===== src/bdpc_pkg.sv =====
package bdpc_pkg;

  localparam int unsigned CNT_W = 32;
  localparam int unsigned CFG_W = 16;
  localparam int unsigned IDX_W = 3;

  localparam logic [CNT_W-1:0] CNT_MAX = {CNT_W{1'b1}};

  localparam logic [IDX_W-1:0] REG_ACTIVE_LEVEL = 3'd0;
  localparam logic [IDX_W-1:0] REG_DEBOUNCE     = 3'd1;
  localparam logic [IDX_W-1:0] REG_LONG_PRESS   = 3'd2;
  localparam logic [IDX_W-1:0] REG_VERY_LONG    = 3'd3;
  localparam logic [IDX_W-1:0] REG_HELD_THRESH  = 3'd4;

  localparam logic             RST_ACTIVE_LEVEL = 1'b0;
  localparam logic [CFG_W-1:0] RST_DEBOUNCE     = 16'd20;
  localparam logic [CFG_W-1:0] RST_LONG_PRESS   = 16'd500;
  localparam logic [CFG_W-1:0] RST_VERY_LONG    = 16'd2000;
  localparam logic [CFG_W-1:0] RST_HELD_THRESH  = 16'd1000;

  localparam logic [1:0] EVT_NONE      = 2'd0;
  localparam logic [1:0] EVT_SHORT     = 2'd1;
  localparam logic [1:0] EVT_LONG      = 2'd2;
  localparam logic [1:0] EVT_VERY_LONG = 2'd3;

  typedef struct packed {
    logic             active_level;
    logic [CFG_W-1:0] debounce_ms;
    logic [CFG_W-1:0] long_press_ms;
    logic [CFG_W-1:0] very_long_press_ms;
    logic [CFG_W-1:0] held_threshold_ms;
  } cfg_t;

  typedef struct packed {
    logic             press_pulse;
    logic [1:0]       release_event;
    logic             is_pressed;
    logic [CNT_W-1:0] hold_duration_ms;
    logic             held_flag;
  } result_t;

endpackage


===== src/bdpc_in_if.sv =====
interface bdpc_in_if;
  logic valid;
  logic ready;
  logic pin_level;

  modport source (output valid, output pin_level, input ready);
  modport sink (input valid, input pin_level, output ready);
endinterface


===== src/bdpc_out_if.sv =====
interface bdpc_out_if;
  logic                       valid;
  logic                       ready;
  logic                       press_pulse;
  logic [1:0]                 release_event;
  logic                       is_pressed;
  logic [bdpc_pkg::CNT_W-1:0] hold_duration_ms;
  logic                       held_flag;

  modport source (
    output valid, output press_pulse, output release_event, output is_pressed,
    output hold_duration_ms, output held_flag, input ready
  );
  modport sink (
    input valid, input press_pulse, input release_event, input is_pressed,
    input hold_duration_ms, input held_flag, output ready
  );
endinterface


===== src/bdpc_cfg_if.sv =====
interface bdpc_cfg_if;
  logic                       valid;
  logic                       ready;
  logic [bdpc_pkg::IDX_W-1:0] index;
  logic [bdpc_pkg::CFG_W-1:0] data;

  modport source (output valid, output index, output data, input ready);
  modport sink (input valid, input index, input data, output ready);
endinterface


===== src/bdpc_cfg_regs.sv =====
module bdpc_cfg_regs (
  input  logic                       clk,
  input  logic                       rst,
  input  logic                       wr_en,
  input  logic [bdpc_pkg::IDX_W-1:0] wr_index,
  input  logic [bdpc_pkg::CFG_W-1:0] wr_data,
  output bdpc_pkg::cfg_t             cfg
);
  import bdpc_pkg::*;

  always_ff @(posedge clk) begin
    if (rst) begin
      cfg.active_level       <= RST_ACTIVE_LEVEL;
      cfg.debounce_ms        <= RST_DEBOUNCE;
      cfg.long_press_ms      <= RST_LONG_PRESS;
      cfg.very_long_press_ms <= RST_VERY_LONG;
      cfg.held_threshold_ms  <= RST_HELD_THRESH;
    end else if (wr_en) begin
      case (wr_index)
        REG_ACTIVE_LEVEL: cfg.active_level       <= wr_data[0];
        REG_DEBOUNCE:     cfg.debounce_ms        <= wr_data;
        REG_LONG_PRESS:   cfg.long_press_ms      <= wr_data;
        REG_VERY_LONG:    cfg.very_long_press_ms <= wr_data;
        REG_HELD_THRESH:  cfg.held_threshold_ms  <= wr_data;
        default: begin
        end
      endcase
    end
  end

endmodule


===== src/bdpc_tracker.sv =====
module bdpc_tracker (
  input  logic              clk,
  input  logic              rst,
  input  logic              step,
  input  logic              pin_level,
  input  bdpc_pkg::cfg_t    cfg,
  output bdpc_pkg::result_t res
);
  import bdpc_pkg::*;

  logic             pressed_latch;
  logic [CNT_W-1:0] since_change_ms;
  logic [CNT_W-1:0] hold_count_ms;
  logic             pressed_latch_next;
  logic [CNT_W-1:0] since_change_ms_next;
  logic [CNT_W-1:0] hold_count_ms_next;

  logic             pin_pressed;
  logic [CNT_W-1:0] elapsed;
  logic [CNT_W-1:0] hold_inc;
  logic             may_change;
  logic             do_press;
  logic             do_release;
  logic [1:0]       event_code;
  logic [CNT_W-1:0] dur;

  function automatic logic [CNT_W-1:0] sat_inc(input logic [CNT_W-1:0] v);
    return (v == CNT_MAX) ? CNT_MAX : v + CNT_W'(1);
  endfunction

  assign pin_pressed = (pin_level == cfg.active_level);
  assign elapsed     = sat_inc(since_change_ms);
  assign hold_inc    = sat_inc(hold_count_ms);
  assign may_change  = (elapsed >= {{(CNT_W-CFG_W){1'b0}}, cfg.debounce_ms});
  assign do_press    = pin_pressed && !pressed_latch && may_change;
  assign do_release  = !pin_pressed && pressed_latch && may_change;

  always_comb begin
    if (hold_inc >= {{(CNT_W-CFG_W){1'b0}}, cfg.very_long_press_ms}) begin
      event_code = EVT_VERY_LONG;
    end else if (hold_inc >= {{(CNT_W-CFG_W){1'b0}}, cfg.long_press_ms}) begin
      event_code = EVT_LONG;
    end else begin
      event_code = EVT_SHORT;
    end
  end

  always_comb begin
    pressed_latch_next   = pressed_latch;
    since_change_ms_next = elapsed;
    hold_count_ms_next   = pressed_latch ? hold_inc : hold_count_ms;
    if (do_press) begin
      pressed_latch_next   = 1'b1;
      since_change_ms_next = '0;
      hold_count_ms_next   = '0;
    end else if (do_release) begin
      pressed_latch_next   = 1'b0;
      since_change_ms_next = '0;
      hold_count_ms_next   = '0;
    end
  end

  assign dur = pressed_latch_next ? hold_count_ms_next : '0;

  always_comb begin
    res.press_pulse      = do_press;
    res.release_event    = do_release ? event_code : EVT_NONE;
    res.is_pressed       = pressed_latch_next;
    res.hold_duration_ms = dur;
    res.held_flag        = pressed_latch_next &&
                           (dur >= {{(CNT_W-CFG_W){1'b0}}, cfg.held_threshold_ms});
  end

  always_ff @(posedge clk) begin
    if (rst) begin
      pressed_latch   <= 1'b0;
      since_change_ms <= '0;
      hold_count_ms   <= '0;
    end else if (step) begin
      pressed_latch   <= pressed_latch_next;
      since_change_ms <= since_change_ms_next;
      hold_count_ms   <= hold_count_ms_next;
    end
  end

endmodule


===== src/button_debounce_press_classifier.sv =====
// Button debouncer with press pulse and release classification.
// tick:   one transaction per millisecond tick, carrying the raw pin level.
// result: one transaction for every tick, in order: press pulse, release
//         class (none, short, long, very long), debounced state, saturating
//         hold duration and held flag.
// cfg:    register writes (active level, debounce, long, very long and held
//         thresholds); always ready, to be written only while the block is idle.
// A tick is taken into an input register and, when the result register can
// advance, evaluated against the debounce state and written into the result
// register, from which its result is offered.
// Throughput is one tick per cycle while results are taken, bounded by the
// combinational update of the saturating counters and threshold compares.
// When the receiver stalls, the result register holds and one further tick
// is still taken into the input register; then tick.ready drops.
// Synchronous reset releases the latch, clears both counters, restores the
// register defaults and empties both pipeline registers.
module button_debounce_press_classifier (
  input logic        clk,
  input logic        rst,
  bdpc_in_if.sink    tick,
  bdpc_out_if.source result,
  bdpc_cfg_if.sink   cfg
);
  import bdpc_pkg::*;

  cfg_t    cfg_q;
  result_t res_next;
  result_t res_q;
  logic    s1_valid;
  logic    pin_q;
  logic    out_valid;
  logic    out_adv;
  logic    step;

  assign out_adv    = !out_valid || result.ready;
  assign step       = s1_valid && out_adv;
  assign tick.ready = !s1_valid || out_adv;
  assign cfg.ready  = 1'b1;

  bdpc_cfg_regs u_cfg_regs (
    .clk      (clk),
    .rst      (rst),
    .wr_en    (cfg.valid),
    .wr_index (cfg.index),
    .wr_data  (cfg.data),
    .cfg      (cfg_q)
  );

  bdpc_tracker u_tracker (
    .clk       (clk),
    .rst       (rst),
    .step      (step),
    .pin_level (pin_q),
    .cfg       (cfg_q),
    .res       (res_next)
  );

  always_ff @(posedge clk) begin
    if (rst) begin
      s1_valid <= 1'b0;
    end else if (tick.ready) begin
      s1_valid <= tick.valid;
    end
  end

  always_ff @(posedge clk) begin
    if (tick.valid && tick.ready) begin
      pin_q <= tick.pin_level;
    end
  end

  always_ff @(posedge clk) begin
    if (rst) begin
      out_valid <= 1'b0;
    end else if (out_adv) begin
      out_valid <= s1_valid;
    end
  end

  always_ff @(posedge clk) begin
    if (step) begin
      res_q <= res_next;
    end
  end

  assign result.valid            = out_valid;
  assign result.press_pulse      = res_q.press_pulse;
  assign result.release_event    = res_q.release_event;
  assign result.is_pressed       = res_q.is_pressed;
  assign result.hold_duration_ms = res_q.hold_duration_ms;
  assign result.held_flag        = res_q.held_flag;

  // A press and a release can never be reported in the same transaction.
  a_press_xor_release: assert property (@(posedge clk) disable iff (rst)
    result.valid |-> !(result.press_pulse && result.release_event != EVT_NONE))
    else $error("press and release reported together");

  // A release always leaves the block in the released state with no hold time.
  a_release_clears: assert property (@(posedge clk) disable iff (rst)
    (result.valid && result.release_event != EVT_NONE) |->
      (!result.is_pressed && result.hold_duration_ms == '0 && !result.held_flag))
    else $error("release did not clear the hold state");

  // A press restarts the hold count and latches the pressed state.
  a_press_restarts: assert property (@(posedge clk) disable iff (rst)
    (result.valid && result.press_pulse) |->
      (result.is_pressed && result.hold_duration_ms == '0))
    else $error("press did not restart the hold count");

  // The tracker state only moves when a tick leaves the input register.
  a_step_needs_item: assert property (@(posedge clk) disable iff (rst)
    step |-> $past(tick.valid && tick.ready) || $past(s1_valid))
    else $error("state advanced without a pending tick");

endmodule

===== src/flat_wrapper.sv =====
// flat-port wrapper written by rule: the top's interface ports become plain ports
module button_debounce_press_classifier_flat import bdpc_pkg::*;
  (clk, rst, tick_valid, tick_pin_level, tick_ready, result_valid, result_press_pulse, result_release_event, result_is_pressed, result_hold_duration_ms, result_held_flag, result_ready, cfg_valid, cfg_index, cfg_data, cfg_ready);
  bdpc_in_if tick_i ();
  bdpc_out_if result_i ();
  bdpc_cfg_if cfg_i ();
  input logic clk;
  input logic rst;
  input wire logic [$bits(tick_i.valid)-1:0] tick_valid;
  input wire logic [$bits(tick_i.pin_level)-1:0] tick_pin_level;
  output wire logic [$bits(tick_i.ready)-1:0] tick_ready;
  output wire logic [$bits(result_i.valid)-1:0] result_valid;
  output wire logic [$bits(result_i.press_pulse)-1:0] result_press_pulse;
  output wire logic [$bits(result_i.release_event)-1:0] result_release_event;
  output wire logic [$bits(result_i.is_pressed)-1:0] result_is_pressed;
  output wire logic [$bits(result_i.hold_duration_ms)-1:0] result_hold_duration_ms;
  output wire logic [$bits(result_i.held_flag)-1:0] result_held_flag;
  input wire logic [$bits(result_i.ready)-1:0] result_ready;
  input wire logic [$bits(cfg_i.valid)-1:0] cfg_valid;
  input wire logic [$bits(cfg_i.index)-1:0] cfg_index;
  input wire logic [$bits(cfg_i.data)-1:0] cfg_data;
  output wire logic [$bits(cfg_i.ready)-1:0] cfg_ready;
  assign tick_i.valid = tick_valid;
  assign tick_i.pin_level = tick_pin_level;
  assign tick_ready = tick_i.ready;
  assign result_valid = result_i.valid;
  assign result_press_pulse = result_i.press_pulse;
  assign result_release_event = result_i.release_event;
  assign result_is_pressed = result_i.is_pressed;
  assign result_hold_duration_ms = result_i.hold_duration_ms;
  assign result_held_flag = result_i.held_flag;
  assign result_i.ready = result_ready;
  assign cfg_i.valid = cfg_valid;
  assign cfg_i.index = cfg_index;
  assign cfg_i.data = cfg_data;
  assign cfg_ready = cfg_i.ready;
  button_debounce_press_classifier u_core (.clk(clk), .rst(rst), .tick(tick_i), .result(result_i), .cfg(cfg_i));
endmodule

===== config.mk =====
export PLATFORM = sky130hd
export DESIGN_NAME = button_debounce_press_classifier_flat
export DESIGN_NICKNAME = d
export VERILOG_FILES = /design/src/bdpc_pkg.sv /design/src/bdpc_in_if.sv /design/src/bdpc_out_if.sv /design/src/bdpc_cfg_if.sv /design/src/bdpc_cfg_regs.sv /design/src/bdpc_tracker.sv /design/src/button_debounce_press_classifier.sv /design/src/flat_wrapper.sv
export SDC_FILE = /design/constraint.sdc
export NUM_CORES = 1
export LEC_CHECK = 0
export ABC_CLOCK_PERIOD_IN_PS = 6400
export BUFFER_PORTS_ARGS = -buffer_cell sky130_fd_sc_hd__clkbuf_2
export CAP_MARGIN = 10
export CORE_ASPECT_RATIO = 1.5
export CORE_MARGIN = 1.5
export CORE_UTILIZATION = 47
export CTS_BUF_LIST = sky130_fd_sc_hd__clkbuf_16
export CTS_CLUSTER_SIZE = 25
export DETAILED_ROUTE_END_ITERATION = 10
export SKIP_LAST_GASP = 1
export SYNTH_ARGS = -nofsm -noshare
export SYNTH_HDL_FRONTEND = slang
export SYNTH_SLANG_ARGS = --single-unit

===== constraint.sdc =====
create_clock -name clk -period 6.4 [get_ports clk]
set_input_delay 0.96 -clock clk [delete_from_list [all_inputs] [get_ports clk]]
set_output_delay 0.96 -clock clk [all_outputs]
set_load 0.01 [all_outputs]

==> flow_summary_export.csv <==
group,metric,value,unit
grt,antenna_found_initial,0,
floorplanning,rows,64,
cts,htreeDepth,4,
worst_hold_path,whs_path_depth,2,
cts,cts_resized,0,
setup_path,cp_data_arrival_time,6030,ps
setup_path,cp_data_required_time,6580,ps
timing,setup_tns,0,ps
cts,clock_latency,440,ps
route,drt-total-wl,27.1,mm
timing,fin_crit,5860,ps
logic_synthesis,synthAdderAreaFrac,0.0841,
route,drtIter0Drc,589,
logic_synthesis,synth_area_per_cell,7.93,um^2
power,seqPwrFrac,0.494,
route,wire_per_inst,17.6,um
power,power_frac_comb,0.053,
floorplanning,initial_core_util,0.481,
power,ir_drop,0.182,mV
logic_synthesis,synth_edf_count,38,
logic_synthesis,ys_seq_area_frac,0.385,
cts,post_cts_buffers,0,
timing,skew,9.26,ps
route,firstDrtPassIters,5,
setup_path,reg2reg_depth,25,
logic_synthesis,syn-cell-area,0.00982,mm^2
floorplanning,die_h,180,um
logic_synthesis,yosys-mux-area-fraction,0.00624,
power,pwr-share-clk,0.453,
route,via_per_inst,5.77,
grt,grt_pass1_wl,44.3,mm
place,portBuffers,63,
logic_synthesis,synth_top_family_by_area,"simple AND/OR/NAND/NOR gates",
setup_path,critical_path_class,"reg2reg",
logic_synthesis,ys_async_sr_fraction,0,
power,p_switching,0.000576,W
timing,hold_viol,0,
power,power.leakage,4.43,nW
logic_synthesis,synth_top_area_frac,0.269,
logic_synthesis,syn_inst,1239,
timing,finalCritPeriodShare,0.915,
cts,ctsHoldBuffers,0,
cts,cts_tree,"yes",
cts,clock-sinks,170,
logic_synthesis,synth_most_common_cell,"nand2_1",
setup_path,startpoint_type,"flip-flop",
logic_synthesis,synth_top_area_cell,"dfxtp_1",
logic_synthesis,synth-seq-cells,170,
run,cap_violations,0,
grt,grt.total_usage,0.257,
place,place_ws,540,ps
floorplanning,core_area,0.0204,mm^2
timing,slew-limit-headroom,0.195,
place,hpwl,20.1,mm
logic_synthesis,synthSimpleGateAreaFrac,0.269,
power,switching_share,0.252,
floorplanning,ios,65,
cts,clk_pin_slew_worst_paths,70,ps
timing,setup-violations-final,0,
timing,worst_slack,544,ps
logic_synthesis,synth_common_cells,"nand2_1 (220), dfxtp_1 (132), a21oi_1 (129)",
final_layout,final_nets,1351,
final_layout,num_antenna_cells,0,
timing,rsz0062_at_grt,"false",
cts,numCtsBuffers,17,
route,num_vias,8869,
power,internal_power,0.00171,W
route,postRouteAntennaNets,0,
timing,fmax,171,MHz
grt,grt_overflow_total,0,
setup_path,crit_fanout,28,
final_layout,n_fill_cell,2032,
logic_synthesis,synthFlopType,"dfxtp_1",
power,power_density,210,mW/mm^2
cts,ctsRootBufferMaster,"clkbuf_16",
floorplanning,dieArea,0.0218,mm^2
status,status,"completed",
logic_synthesis,syn_nets,1330,
logic_synthesis,synth-xor-area-share,0.0285,
setup_path,end_kind,"flip-flop",
place,routabilityCongestion,0.938,
grt,grt_max_degree,92,
logic_synthesis,ys_top_cells_by_area,"dfxtp_1 (27%), edfxtp_1 (12%), ha_1 (8.4%), nand2_1 (8.4%), a21oi_1 (6.6%)",
grt,first_global_vias,8605,
final_layout,drive_above_1_share,0.101,
logic_synthesis,yosys_warnings,0,
timing,drv_slew,0,
logic_synthesis,netlist-cell-type-count,66,
logic_synthesis,synth_compound_area_frac,0.164,
route,drc,0,
final_layout,area_growth,10.6,%
worst_hold_path,hold_path.class,"reg2reg",
timing,max_slew.worst_pin.slew,1210,ps
cts,clockBufferDepth,2,
floorplanning,fp.dieW,121,um
==> through the flow <==
step | hold WS [ps] | instance area [um^2] | cells | utilization | power [W]
floorplan | 436 | 9820 | 1239 | - | 0.00122
global placement | 443 | 10300 | 1505 | 0.503 | 0.00127
detailed placement | 449 | 10300 | 1505 | 0.503 | 0.00127
CTS | 458 | 10900 | 1537 | 0.532 | 0.00230
global route | 469 | 10900 | 1537 | 0.532 | 0.00235
finish | 458 | 10900 | 1537 | 0.532 | 0.00228
==> layout make-up <==
class	count	area (um^2)	area share
inverters	79	297	0.0273
well taps	264	330	0.0304
flip-flops and latches	170	3780	0.348
clock buffers	17	425	0.0392
clock inverters	15	153	0.0141
repair buffers	78	430	0.0396
multi-input cells	914	5440	0.501
==> worst max-delay path, stage by stage (launching register included) <==
cell,delay (ps)
dfxtp_1,410
ha_1,230
and3_1,220
nand4_1,220
or2_2,360
or3_1,360
buf_4,240
nand2b_1,150
ha_1,240
a2111o_1,370
a31oi_1,160
nand4_1,180
nor4_1,270
and4_1,260
o21a_1,200
nand2_1,100
ha_1,290
inv_1,50
a21boi_0,90
o21ai_0,190
a21oi_1,90
o21a_1,170
o41ai_1,240
a31oi_1,180
nor3_1,210
a31oi_1,110
==> sequential cells by signal (all words and copies together), names as in the netlist <==
| register | flops |
|---|---|
| u_core.u_cfg_regs.cfg | 65 |
| u_core.s1_valid | 1 |
| u_core.result.is_pressed | 1 |
| u_core.u_tracker.since_change_ms | 32 |
| u_core.result.hold_duration_ms | 32 |
| u_core.u_tracker.hold_count_ms | 32 |
| u_core.u_tracker.pressed_latch | 1 |
| u_core.result.valid | 1 |
| u_core.result.release_event | 2 |
| u_core.pin_q | 1 |
| u_core.result.press_pulse | 1 |
| u_core.result.held_flag | 1 |
==> cells in the final DEF (no fill, tap or decap), types with 18 or more instances in the layout <==
master / instances
and3_1: 23
xnor2_1: 18
o21ai_0: 43
inv_1: 77
nand4_1: 29
edfxtp_1: 38
ha_1: 66
dfxtp_1: 132
nand2_1: 220
nor2_1: 76
nor3_1: 37
a21o_1: 18
nand3_1: 56
nand3b_1: 21
clkbuf_2: 62
a21oi_1: 129
==> path summary, 6_finish.rpt <==
check | from | to | slack [ps]
setup reg to reg | u_core.u_tracker.since_change_ms[0] | u_core.result.held_flag | 540
hold reg to reg | u_core.u_cfg_regs.cfg[17] | u_core.u_cfg_regs.cfg[17] | 460
hold / removal | u_core.u_cfg_regs.cfg[17] | u_core.u_cfg_regs.cfg[17] | 460
setup / recovery | u_core.u_tracker.since_change_ms[0] | u_core.result.held_flag | 540
==> logic make-up after synthesis <==
family                   count (synthesis)
other                                    1
AO/OA/AOI/OAI                          268
buffers and inverters                  155
AND/OR/NAND/NOR                        541
flip-flops                             170
multiplexers                             6
adder cells (fa/ha/maj)                 66
XOR/XNOR                                32
==> power by group through the flow <==
stage / Sequential, W / Combinational [W] / Clock [W]
detailed placement: 0.00115 / 0.000122 / 0
global route: 0.00113 / 0.000135 / 0.00109
finish: 0.00113 / 0.000122 / 0.00103
global placement: 0.00115 / 0.000121 / 0
CTS: 0.00113 / 0.000123 / 0.00105
floorplan: 0.00116 / 0.0000678 / 0
==> per-layer routing <==
metal / vias up / wire length (um) / GRT usage
li1: 4405 / - / -
met1: 4183 / 11400 / 0.308
met2: 218 / 13600 / 0.449
met3: 63 / 1110 / 0.0364
met4: 0 / 998 / 0.118
met5: - / 0 / 0
Note: power is estimated with default switching activity, not from simulation.
